--- src/design/ssoe_pkg.sv ---
// ----------------------------------------------------------------------------
// Small set operations engine package
// Shared sizes, opcodes and the command and status bundles that join the
// controller to the datapath.
// ----------------------------------------------------------------------------
package ssoe_pkg;

  // Number of entries that each list holds.
  localparam int Capacity = 16;
  // Width of a fill count or an index that must also hold Capacity itself.
  localparam int CntW     = $clog2(Capacity + 1);
  // Width of a memory address.
  localparam int AddrW    = (Capacity > 1) ? $clog2(Capacity) : 1;
  localparam int ValW     = 32;
  localparam int OpW      = 4;
  // Width of the count fields on the result stream.
  localparam int CountW   = 5;

  typedef enum logic [OpW-1:0] {
    OP_CLEAR    = 4'd0,
    OP_APPEND_A = 4'd1,
    OP_APPEND_B = 4'd2,
    OP_UNION    = 4'd3,
    OP_INTER    = 4'd4,
    OP_A_MINUS  = 4'd5,
    OP_B_MINUS  = 4'd6,
    OP_COUNT    = 4'd7,
    OP_MEMBER   = 4'd8
  } op_e;

  // Commands from the controller to the datapath.
  typedef struct packed {
    logic load;             // request accepted: latch value, run clear/append
    logic start_pass;       // set up a pass over the source list
    logic pass_src_b;       // source is list B, the other list is A
    logic pass_other_none;  // the other list counts as empty
    logic pass_keep_in;     // keep sources found in the other list
    logic cand_take;        // latch the fetched source entry, step the index
    logic scan_init;        // restart the scan of the other list
    logic scan_step;        // advance the scan of the other list
    logic rec_fa;           // record scan hit as found in A
    logic rec_fb;           // record scan hit as found in B
    logic pend_take;        // park the candidate as pending element
    logic push_elem;        // load the pending element into the output
    logic push_last;        // the pushed element closes the result
    logic push_stat;        // load a status item into the output
  } cmd_t;

  // Status from the datapath to the controller.
  typedef struct packed {
    logic src_done;   // every source entry has been fetched
    logic scan_done;  // the scan of the other list has finished
    logic keep;       // the current candidate belongs to the result
    logic pend_v;     // an element is pending
    logic out_free;   // the output register can take an item this cycle
  } sts_t;

endpackage

--- src/design/small_set_operations_engine_top.sv ---
// ----------------------------------------------------------------------------
// Small set operations engine
// Keeps two bounded lists of signed 32-bit values and answers set queries.
// ----------------------------------------------------------------------------
// One request enters on the s_axis channel: an opcode and a value. It clears
// both lists, appends the value to list A or B, or runs union, intersection,
// A minus B, B minus A, cardinality or membership. Results leave on m_axis,
// one element per transfer, with tlast on the final one; a request that
// yields no element gives one transfer with tuser (empty) set.
// The block works on one request at a time; s_axis_tready is high only while
// it waits for a request, but it may take the next request while the final
// result of the previous one still sits in the output register.
// Clear, append, cardinality and unknown opcodes go straight to their status
// result; membership scans list A, then list B. A list pass compares every
// source entry against the other list, one entry a cycle through the single
// read port of that list's memory (the first union pass treats the other
// list as empty).
// Reset empties both lists (fill counts go to zero). When the receiver
// stalls, the engine holds its work until the output register frees up.
// ----------------------------------------------------------------------------
module small_set_operations_engine_top
  import ssoe_pkg::*;
(
  input  logic        clk_i,
  input  logic        rst_ni,
  input  logic        s_axis_tvalid,
  output logic        s_axis_tready,
  // [3:0] opcode, [35:4] item_value, [39:36] zero
  input  logic [39:0] s_axis_tdata,
  output logic        m_axis_tvalid,
  input  logic        m_axis_tready,
  // [31:0] result_value, [32] found_in_a, [33] found_in_b, [38:34] count_a,
  // [43:39] count_b, [44] overflow, [47:45] zero
  output logic [47:0] m_axis_tdata,
  output logic        m_axis_tlast,
  // [0] empty_res
  output logic [0:0]  m_axis_tuser
);

  cmd_t cmd;
  sts_t sts;

  logic signed [ValW-1:0] res_value;
  logic                   res_fa, res_fb, res_ovf, res_empty;
  logic [CountW-1:0]      res_cnta, res_cntb;

  // The controller sequences the request; the datapath owns all list storage.
  ssoe_ctrl u_ctrl (
    .clk_i      (clk_i),
    .rst_ni     (rst_ni),
    .s_valid_i  (s_axis_tvalid),
    .s_opcode_i (s_axis_tdata[3:0]),
    .sts_i      (sts),
    .s_ready_o  (s_axis_tready),
    .cmd_o      (cmd)
  );

  ssoe_dpath u_dpath (
    .clk_i        (clk_i),
    .rst_ni       (rst_ni),
    .s_opcode_i   (s_axis_tdata[3:0]),
    .s_value_i    (s_axis_tdata[35:4]),
    .cmd_i        (cmd),
    .sts_o        (sts),
    .m_ready_i    (m_axis_tready),
    .m_valid_o    (m_axis_tvalid),
    .m_value_o    (res_value),
    .m_last_o     (m_axis_tlast),
    .m_empty_o    (res_empty),
    .m_found_a_o  (res_fa),
    .m_found_b_o  (res_fb),
    .m_count_a_o  (res_cnta),
    .m_count_b_o  (res_cntb),
    .m_overflow_o (res_ovf)
  );

  assign m_axis_tdata = {3'b000, res_ovf, res_cntb, res_cnta, res_fb, res_fa, res_value};
  assign m_axis_tuser = res_empty;

  // Every opcode leaves the idle state, so ready drops right after a request.
  a_ready_drops : assert property (@(posedge clk_i) disable iff (!rst_ni)
    s_axis_tvalid && s_axis_tready |=> !s_axis_tready)
    else $error("request accepted twice in a row");

  // Fill counts never pass the list capacity.
  a_count_bound : assert property (@(posedge clk_i) disable iff (!rst_ni)
    m_axis_tvalid |-> (res_cnta <= CountW'(Capacity)) && (res_cntb <= CountW'(Capacity)))
    else $error("list count beyond capacity");

  // An element item carries no membership or overflow flags.
  a_elem_flags : assert property (@(posedge clk_i) disable iff (!rst_ni)
    m_axis_tvalid && !m_axis_tuser[0] |-> !res_fa && !res_fb && !res_ovf)
    else $error("status flags on an element item");

  // An empty item always closes its result.
  a_empty_last : assert property (@(posedge clk_i) disable iff (!rst_ni)
    m_axis_tvalid && m_axis_tuser[0] |-> m_axis_tlast && (res_value == '0))
    else $error("empty item not final or not zero");

endmodule

--- src/design/ssoe_ctrl.sv ---
// ----------------------------------------------------------------------------
// Small set operations engine controller
// One-hot state machine that sequences requests, list passes and scans.
// ----------------------------------------------------------------------------
module ssoe_ctrl
  import ssoe_pkg::*;
(
  input  logic           clk_i,
  input  logic           rst_ni,
  input  logic           s_valid_i,
  input  logic [OpW-1:0] s_opcode_i,
  input  sts_t           sts_i,
  output logic           s_ready_o,
  output cmd_t           cmd_o
);

  typedef enum logic [8:0] {
    ST_IDLE  = 9'b000000001,
    ST_STAT  = 9'b000000010,
    ST_MA    = 9'b000000100,
    ST_MB    = 9'b000001000,
    ST_PRD   = 9'b000010000,
    ST_PCAND = 9'b000100000,
    ST_PSCAN = 9'b001000000,
    ST_PDEC  = 9'b010000000,
    ST_FIN   = 9'b100000000
  } state_e;

  state_e state_q, state_d;
  logic   union_more_q, union_more_d;

  always_comb begin
    state_d      = state_q;
    union_more_d = union_more_q;
    cmd_o        = '0;
    s_ready_o    = 1'b0;
    unique case (state_q)
      ST_IDLE: begin
        s_ready_o = 1'b1;
        if (s_valid_i) begin
          cmd_o.load = 1'b1;
          unique case (op_e'(s_opcode_i))
            OP_UNION: begin
              cmd_o.start_pass      = 1'b1;
              cmd_o.pass_other_none = 1'b1;
              union_more_d          = 1'b1;
              state_d               = ST_PRD;
            end
            OP_INTER: begin
              cmd_o.start_pass   = 1'b1;
              cmd_o.pass_keep_in = 1'b1;
              state_d            = ST_PRD;
            end
            OP_A_MINUS: begin
              cmd_o.start_pass = 1'b1;
              state_d          = ST_PRD;
            end
            OP_B_MINUS: begin
              cmd_o.start_pass = 1'b1;
              cmd_o.pass_src_b = 1'b1;
              state_d          = ST_PRD;
            end
            OP_MEMBER: begin
              // Scan A first: A is the other list when B is the source.
              cmd_o.start_pass = 1'b1;
              cmd_o.pass_src_b = 1'b1;
              cmd_o.scan_init  = 1'b1;
              state_d          = ST_MA;
            end
            default: begin
              state_d = ST_STAT;
            end
          endcase
        end
      end
      ST_MA: begin
        if (sts_i.scan_done) begin
          cmd_o.rec_fa     = 1'b1;
          cmd_o.start_pass = 1'b1;
          cmd_o.scan_init  = 1'b1;
          state_d          = ST_MB;
        end else begin
          cmd_o.scan_step = 1'b1;
        end
      end
      ST_MB: begin
        if (sts_i.scan_done) begin
          cmd_o.rec_fb = 1'b1;
          state_d      = ST_STAT;
        end else begin
          cmd_o.scan_step = 1'b1;
        end
      end
      ST_STAT: begin
        if (sts_i.out_free) begin
          cmd_o.push_stat = 1'b1;
          state_d         = ST_IDLE;
        end
      end
      ST_PRD: begin
        if (sts_i.src_done) begin
          if (union_more_q) begin
            // Second union pass: entries of B that are not in A.
            cmd_o.start_pass = 1'b1;
            cmd_o.pass_src_b = 1'b1;
            union_more_d     = 1'b0;
          end else begin
            state_d = ST_FIN;
          end
        end else begin
          state_d = ST_PCAND;
        end
      end
      ST_PCAND: begin
        cmd_o.cand_take = 1'b1;
        cmd_o.scan_init = 1'b1;
        state_d         = ST_PSCAN;
      end
      ST_PSCAN: begin
        if (sts_i.scan_done) begin
          state_d = ST_PDEC;
        end else begin
          cmd_o.scan_step = 1'b1;
        end
      end
      ST_PDEC: begin
        if (!sts_i.keep) begin
          state_d = ST_PRD;
        end else if (!sts_i.pend_v) begin
          cmd_o.pend_take = 1'b1;
          state_d         = ST_PRD;
        end else if (sts_i.out_free) begin
          cmd_o.push_elem = 1'b1;
          cmd_o.pend_take = 1'b1;
          state_d         = ST_PRD;
        end
      end
      ST_FIN: begin
        if (sts_i.out_free) begin
          if (sts_i.pend_v) begin
            cmd_o.push_elem = 1'b1;
            cmd_o.push_last = 1'b1;
          end else begin
            cmd_o.push_stat = 1'b1;
          end
          state_d = ST_IDLE;
        end
      end
      default: begin
        state_d = ST_IDLE;
      end
    endcase
  end

  always_ff @(posedge clk_i or negedge rst_ni) begin
    if (!rst_ni) begin
      state_q      <= ST_IDLE;
      union_more_q <= 1'b0;
    end else begin
      state_q      <= state_d;
      union_more_q <= union_more_d;
    end
  end

endmodule

--- src/design/ssoe_dpath.sv ---
// ----------------------------------------------------------------------------
// Small set operations engine datapath
// List memories, fill counts, scan counters, comparator and output register.
// ----------------------------------------------------------------------------
module ssoe_dpath
  import ssoe_pkg::*;
(
  input  logic                     clk_i,
  input  logic                     rst_ni,
  input  logic [OpW-1:0]           s_opcode_i,
  input  logic signed [ValW-1:0]   s_value_i,
  input  cmd_t                     cmd_i,
  output sts_t                     sts_o,
  input  logic                     m_ready_i,
  output logic                     m_valid_o,
  output logic signed [ValW-1:0]   m_value_o,
  output logic                     m_last_o,
  output logic                     m_empty_o,
  output logic                     m_found_a_o,
  output logic                     m_found_b_o,
  output logic [CountW-1:0]        m_count_a_o,
  output logic [CountW-1:0]        m_count_b_o,
  output logic                     m_overflow_o
);

  logic [ValW-1:0] mem_a [Capacity];
  logic [ValW-1:0] mem_b [Capacity];
  logic [ValW-1:0] rd_a_q, rd_b_q;

  logic [CntW-1:0] fill_a_q, fill_b_q;
  logic [CntW-1:0] i_q, j_q;
  logic            cmp_v_q, hit_q;
  logic            src_b_q, other_none_q, keep_in_q;
  logic            found_a_q, found_b_q, ovf_q;
  logic [ValW-1:0] cand_q, pend_q;
  logic            pend_v_q;

  logic            o_valid_q, o_last_q, o_empty_q, o_fa_q, o_fb_q, o_ovf_q;
  logic [ValW-1:0] o_value_q;
  logic [CountW-1:0] o_cnta_q, o_cntb_q;

  logic [CntW-1:0] n_src, n_other;
  logic [ValW-1:0] rd_src, rd_other;
  logic [AddrW-1:0] addr_a, addr_b;
  logic            wr_a, wr_b, full_a, full_b;
  logic            out_free;
  op_e             op;

  assign op       = op_e'(s_opcode_i);
  assign full_a   = (fill_a_q >= CntW'(Capacity));
  assign full_b   = (fill_b_q >= CntW'(Capacity));
  assign wr_a     = cmd_i.load && (op == OP_APPEND_A) && !full_a;
  assign wr_b     = cmd_i.load && (op == OP_APPEND_B) && !full_b;

  // The source list is read at the pass index, the other list at the scan index.
  assign n_src    = src_b_q ? fill_b_q : fill_a_q;
  assign n_other  = other_none_q ? '0 : (src_b_q ? fill_a_q : fill_b_q);
  assign rd_src   = src_b_q ? rd_b_q : rd_a_q;
  assign rd_other = src_b_q ? rd_a_q : rd_b_q;
  assign addr_a   = src_b_q ? j_q[AddrW-1:0] : i_q[AddrW-1:0];
  assign addr_b   = src_b_q ? i_q[AddrW-1:0] : j_q[AddrW-1:0];
  assign out_free = !o_valid_q || m_ready_i;

  assign sts_o.src_done  = (i_q >= n_src);
  assign sts_o.scan_done = (j_q >= n_other) && !cmp_v_q;
  assign sts_o.keep      = (hit_q == keep_in_q);
  assign sts_o.pend_v    = pend_v_q;
  assign sts_o.out_free  = out_free;

  always_ff @(posedge clk_i) begin
    if (wr_a) begin
      mem_a[fill_a_q[AddrW-1:0]] <= s_value_i;
    end
    if (wr_b) begin
      mem_b[fill_b_q[AddrW-1:0]] <= s_value_i;
    end
    rd_a_q <= mem_a[addr_a];
    rd_b_q <= mem_b[addr_b];
  end

  always_ff @(posedge clk_i or negedge rst_ni) begin
    if (!rst_ni) begin
      fill_a_q     <= '0;
      fill_b_q     <= '0;
      i_q          <= '0;
      j_q          <= '0;
      cmp_v_q      <= 1'b0;
      hit_q        <= 1'b0;
      src_b_q      <= 1'b0;
      other_none_q <= 1'b0;
      keep_in_q    <= 1'b0;
      found_a_q    <= 1'b0;
      found_b_q    <= 1'b0;
      ovf_q        <= 1'b0;
      pend_v_q     <= 1'b0;
      o_valid_q    <= 1'b0;
    end else begin
      if (cmd_i.load) begin
        found_a_q <= 1'b0;
        found_b_q <= 1'b0;
        pend_v_q  <= 1'b0;
        ovf_q     <= ((op == OP_APPEND_A) && full_a) || ((op == OP_APPEND_B) && full_b);
        if (op == OP_CLEAR) begin
          fill_a_q <= '0;
          fill_b_q <= '0;
        end
        if (wr_a) begin
          fill_a_q <= fill_a_q + 1'b1;
        end
        if (wr_b) begin
          fill_b_q <= fill_b_q + 1'b1;
        end
      end
      if (cmd_i.start_pass) begin
        i_q          <= '0;
        src_b_q      <= cmd_i.pass_src_b;
        other_none_q <= cmd_i.pass_other_none;
        keep_in_q    <= cmd_i.pass_keep_in;
      end
      if (cmd_i.cand_take) begin
        i_q <= i_q + 1'b1;
      end
      if (cmd_i.scan_init) begin
        j_q     <= '0;
        cmp_v_q <= 1'b0;
        hit_q   <= 1'b0;
      end else if (cmd_i.scan_step) begin
        // Address goes out one cycle, its data is compared the next.
        if (j_q < n_other) begin
          j_q     <= j_q + 1'b1;
          cmp_v_q <= 1'b1;
        end else begin
          cmp_v_q <= 1'b0;
        end
        if (cmp_v_q && (rd_other == cand_q)) begin
          hit_q <= 1'b1;
        end
      end
      if (cmd_i.rec_fa) begin
        found_a_q <= hit_q;
      end
      if (cmd_i.rec_fb) begin
        found_b_q <= hit_q;
      end
      if (cmd_i.pend_take) begin
        pend_v_q <= 1'b1;
      end else if (cmd_i.push_elem) begin
        pend_v_q <= 1'b0;
      end
      if (cmd_i.push_elem || cmd_i.push_stat) begin
        o_valid_q <= 1'b1;
      end else if (m_ready_i) begin
        o_valid_q <= 1'b0;
      end
    end
  end

  always_ff @(posedge clk_i) begin
    if (cmd_i.load) begin
      cand_q <= s_value_i;
    end else if (cmd_i.cand_take) begin
      cand_q <= rd_src;
    end
    if (cmd_i.pend_take) begin
      pend_q <= cand_q;
    end
    if (cmd_i.push_elem || cmd_i.push_stat) begin
      o_value_q <= cmd_i.push_elem ? pend_q : '0;
      o_last_q  <= cmd_i.push_stat || cmd_i.push_last;
      o_empty_q <= cmd_i.push_stat;
      o_fa_q    <= cmd_i.push_stat && found_a_q;
      o_fb_q    <= cmd_i.push_stat && found_b_q;
      o_ovf_q   <= cmd_i.push_stat && ovf_q;
      o_cnta_q  <= CountW'(fill_a_q);
      o_cntb_q  <= CountW'(fill_b_q);
    end
  end

  assign m_valid_o    = o_valid_q;
  assign m_value_o    = o_value_q;
  assign m_last_o     = o_last_q;
  assign m_empty_o    = o_empty_q;
  assign m_found_a_o  = o_fa_q;
  assign m_found_b_o  = o_fb_q;
  assign m_count_a_o  = o_cnta_q;
  assign m_count_b_o  = o_cntb_q;
  assign m_overflow_o = o_ovf_q;

endmodule

--- config.mk ---
export PLATFORM = sky130hd
export DESIGN_NAME = small_set_operations_engine_top
export DESIGN_NICKNAME = d
export VERILOG_FILES = /design/src/design/ssoe_pkg.sv /design/src/design/small_set_operations_engine_top.sv /design/src/design/ssoe_ctrl.sv /design/src/design/ssoe_dpath.sv
export SDC_FILE = /design/constraint.sdc
export NUM_CORES = 1
export LEC_CHECK = 0
export BUFFER_PORTS_ARGS = -buffer_cell sky130_fd_sc_hd__buf_2
export CAP_MARGIN = 20
export CORE_ASPECT_RATIO = 1.2
export CORE_MARGIN = 2
export CORE_UTILIZATION = 62
export CTS_CLUSTER_DIAMETER = 100
export CTS_CLUSTER_SIZE = 20
export DETAILED_ROUTE_END_ITERATION = 6
export PLACE_DENSITY = 0.79
export SLEW_MARGIN = 40
export SYNTH_ARGS = -nofsm -noshare
export SYNTH_HDL_FRONTEND = slang
export SYNTH_SLANG_ARGS = --single-unit
--- constraint.sdc ---
create_clock -name clk_i -period 5.8 [get_ports clk_i]
set_clock_uncertainty 0.2 [all_clocks]
set_input_delay 0.87 -clock clk_i [delete_from_list [all_inputs] [get_ports clk_i]]
set_output_delay 0.87 -clock clk_i [all_outputs]
set_load 0.005 [all_outputs]
==> out/results.ini <==
[detailed_routing]
wl_um = 111000
drcViolationCount = 0
dr_total_vias = 24549
via_per_inst = 6.72
dr.pass1.iters = 6
drt-initial-drc-count = 3287
antenna_left = 0
wl_per_cell_um = 30.4

[setup_path]
regToRegSetupSlack_ns = 1.44
endpoint_kind = flip-flop
r2r-end = u_dpath.mem_a[6][13]
crit_buf_inv = 1
cp.arrival_ns = 4.44
cp_slowest_cell = nor4_4
startpoint_type = flip-flop
crit_start = u_ctrl.state_q[1]
cp_max_fo = 20
worstRegToRegCells = 6
critPathKind = flip-flop to flip-flop
cpPeakStageDelay_ns = 0.67
path_cells = nor4_2, nand3_1, nor4_4, nand2_1, nor2_4, buf_4
path_delay_family = simple AND/OR/NAND/NOR gates
worstPathRequired_ns = 5.88
timing.rr.start = u_ctrl.state_q[1]

[die]
start_util = 0.627
die_h_um = 309
io_pins = 96
fp.dieW_um = 258
dieArea_um2 = 79600
num_rows = 111
core-area_um2 = 76500

[final_layout]
regArea_um2 = 36400
multiInputGateArea_um2 = 11200
fill_cells = 4618
final_common_cell = edfxtp_1
antenna_cells = 0
nNetsFinal = 2646
syn2layout_area_growth_pct = 9.36
final_cell_mix = edfxtp_1, mux4_2, nand2_1
drive_gt1_frac = 0.218

[global_routing]
grt_overflow = 0
antenna_found_initial = 4
grt_pass1_wl_um = 163000
grt_max_degree = 65
grt_usage = 0.284
grt_pass1_vias = 24730

[clocking]
htreeDepth = 3
clock-sinks = 1239
clk_pin_slew_ns = 0.09
numCtsBuffers = 71
clk_latency_ns = 0.65
cts_tree = yes
cts.path.max_buffers = 3
ctsResizeCount = 0
root_buffer = clkbuf_16

[yosys]
avgSynthCellArea_um2 = 19.4
synth_edf_count = 1135
synth-seq-cells = 1239
synth_cell_types = 70
async_flop_share = 0.0323
ys.warnings.count = 0
ys.flop_type = edfxtp_1
seq_area_frac_synth = 0.758
synth_cells = 2466
netlist_area_um2 = 48000

[min_path]
hp-class = flip-flop to flip-flop
holdPathStages = 0
holdPathEnd = u_dpath.pend_q[11]
worstHoldStart = u_dpath.cand_q[11]

[sta]
max_freq_mhz = 229
setup-tns-final_ns = 0
slew_headroom = 0.425
min_period_ns = 4.36
final_max_slew_viol_count = 0
min_period_over_period = 0.751
finalSetupViolations = 0
rsz0062_at_grt = no
finalHoldViolCount = 0
worst_slew_pin_slew_ns = 0.861
whs_ns = 0.275

[placement]
hpwl_um = 64500
gp_congestion = 0.894
portBuffers = 88

[run]
cap_violations = 0

[outcome]
outcome = complete, no violations

[pwr]
p_per_area_nw_per_um2 = 423
peakVddDrop_v = 0.000317
leakagePower_nw = 17.1

layout make-up:
class / count / area share
Multi-Input combinational cell: 1067 / 0.214
Inverter: 26 / 0.00186
Timing Repair Buffer: 177 / 0.0272
Clock buffer: 124 / 0.0381
Clock inverter: 4 / 0.000811
Tap cell: 1017 / 0.0243
Sequential cell: 1239 / 0.694
synth_stat cells (all sizes together), types with 5 or more instances:
master | instances | share of area
nor2b | 7 | 0.00097
a31oi | 66 | 0.0086
xor2 | 35 | 0.0064
buf | 67 | 0.0075
and3 | 5 | 0.00065
edfxtp | 1135 | 0.71
o21bai | 5 | 0.00078
dfrtp | 39 | 0.020
nor2 | 77 | 0.0060
a21oi | 46 | 0.0049
inv | 26 | 0.0020
o21ai | 19 | 0.0020
o22ai | 5 | 0.00078
nor4 | 11 | 0.0022
nand3 | 14 | 0.0015
nand4 | 11 | 0.0014
dfxtp | 64 | 0.027
xnor2 | 9 | 0.0016
nor3 | 15 | 0.0016
mux4 | 256 | 0.12
nand2 | 169 | 0.013
mux2i | 80 | 0.017
nand2b | 9 | 0.0012
clkbuf | 69 | 0.0054
ha | 20 | 0.0052
and2 | 99 | 0.013
a211oi | 64 | 0.010
state kept, by name, indices dropped and copies added (netlist names), 9 cells and up:
register           flops
u_dpath.mem_b        512
u_dpath.rd_b_q        32
u_dpath.pend_q        32
u_dpath.mem_a        512
u_dpath.cand_q        32
u_ctrl.state_q         9
u_dpath.m_value_o     32
u_dpath.rd_a_q        32
where the power goes:
part	switching [mW]	internal (mW)
clock	2.75	2.37
sequential	0.515	10.3
combinational	3.21	3.01
total	6.47	15.7
cell families (layout without fill, tap and decap cells):
| logic type | Yosys count | count (layout) | share of synthesized area |
|---|---|---|---|
| AO/OA/AOI/OAI | 224 | 224 | 0.0305 |
| XOR/XNOR | 44 | 44 | 0.00804 |
| adder cells (fa/ha/maj) | 20 | 20 | 0.00522 |
| buffers and inverters | 162 | 331 | 0.0149 |
| flip-flops | 1239 | 1239 | 0.758 |
| multiplexers | 340 | 340 | 0.138 |
| other | 1 | 3 | 0.0000782 |
| AND/OR/NAND/NOR | 436 | 436 | 0.0450 |
what timing repair did:
item                                   in CTS  in global routing
buffers inserted                            0                  0
hold buffers                                1                  0
endpoints found under the hold margin       4                  0
through the flow:
stage	cell area [um2]	worst slack (ns)	cells	util	power (mW)
5_1_grt	52400	1.38	3654	0.685	23.0
3_5_place_dp	50300	1.53	3523	0.658	17.2
3_3_place_gp	50100	1.63	3510	0.654	17.1
4_1_cts	52400	1.52	3652	0.685	22.3
2_1_floorplan	48000	1.04	2468	-	15.4
6_report	52400	1.44	3654	0.685	22.2
worst max-delay path by stage:
stage / endpoint / slack, ns / depth (start not counted)
final: u_dpath.mem_a[6][13] / 1.44 / 6
after global routing: u_dpath.mem_a[14][17] / 1.38 / 6
after CTS: u_dpath.mem_a[6][19] / 1.52 / 6
after detailed placement: u_dpath.mem_a[14][24] / 1.53 / 6
after global placement: u_dpath.rd_a_q[0] / 1.63 / 6
after floorplan: u_dpath.mem_a[0][0] / 1.04 / 6
layer usage:
metal,track usage,part of all wire,vias up
met1,0.381,0.36,12740
met4,0.111,0.037,0
met3,0.0500,0.098,224
met2,0.474,0.51,1513
li1,-,-,10072
met5,0,0,-
worst reg2reg max path: stages (launching register included):
cell	delay [ns]
dfrtp_1	0.46
nor4_2	0.63
nand3_1	0.44
nor4_4	0.68
nand2_1	0.38
nor2_4	0.66
buf_4	0.52
(Power assumes the default switching activity.)
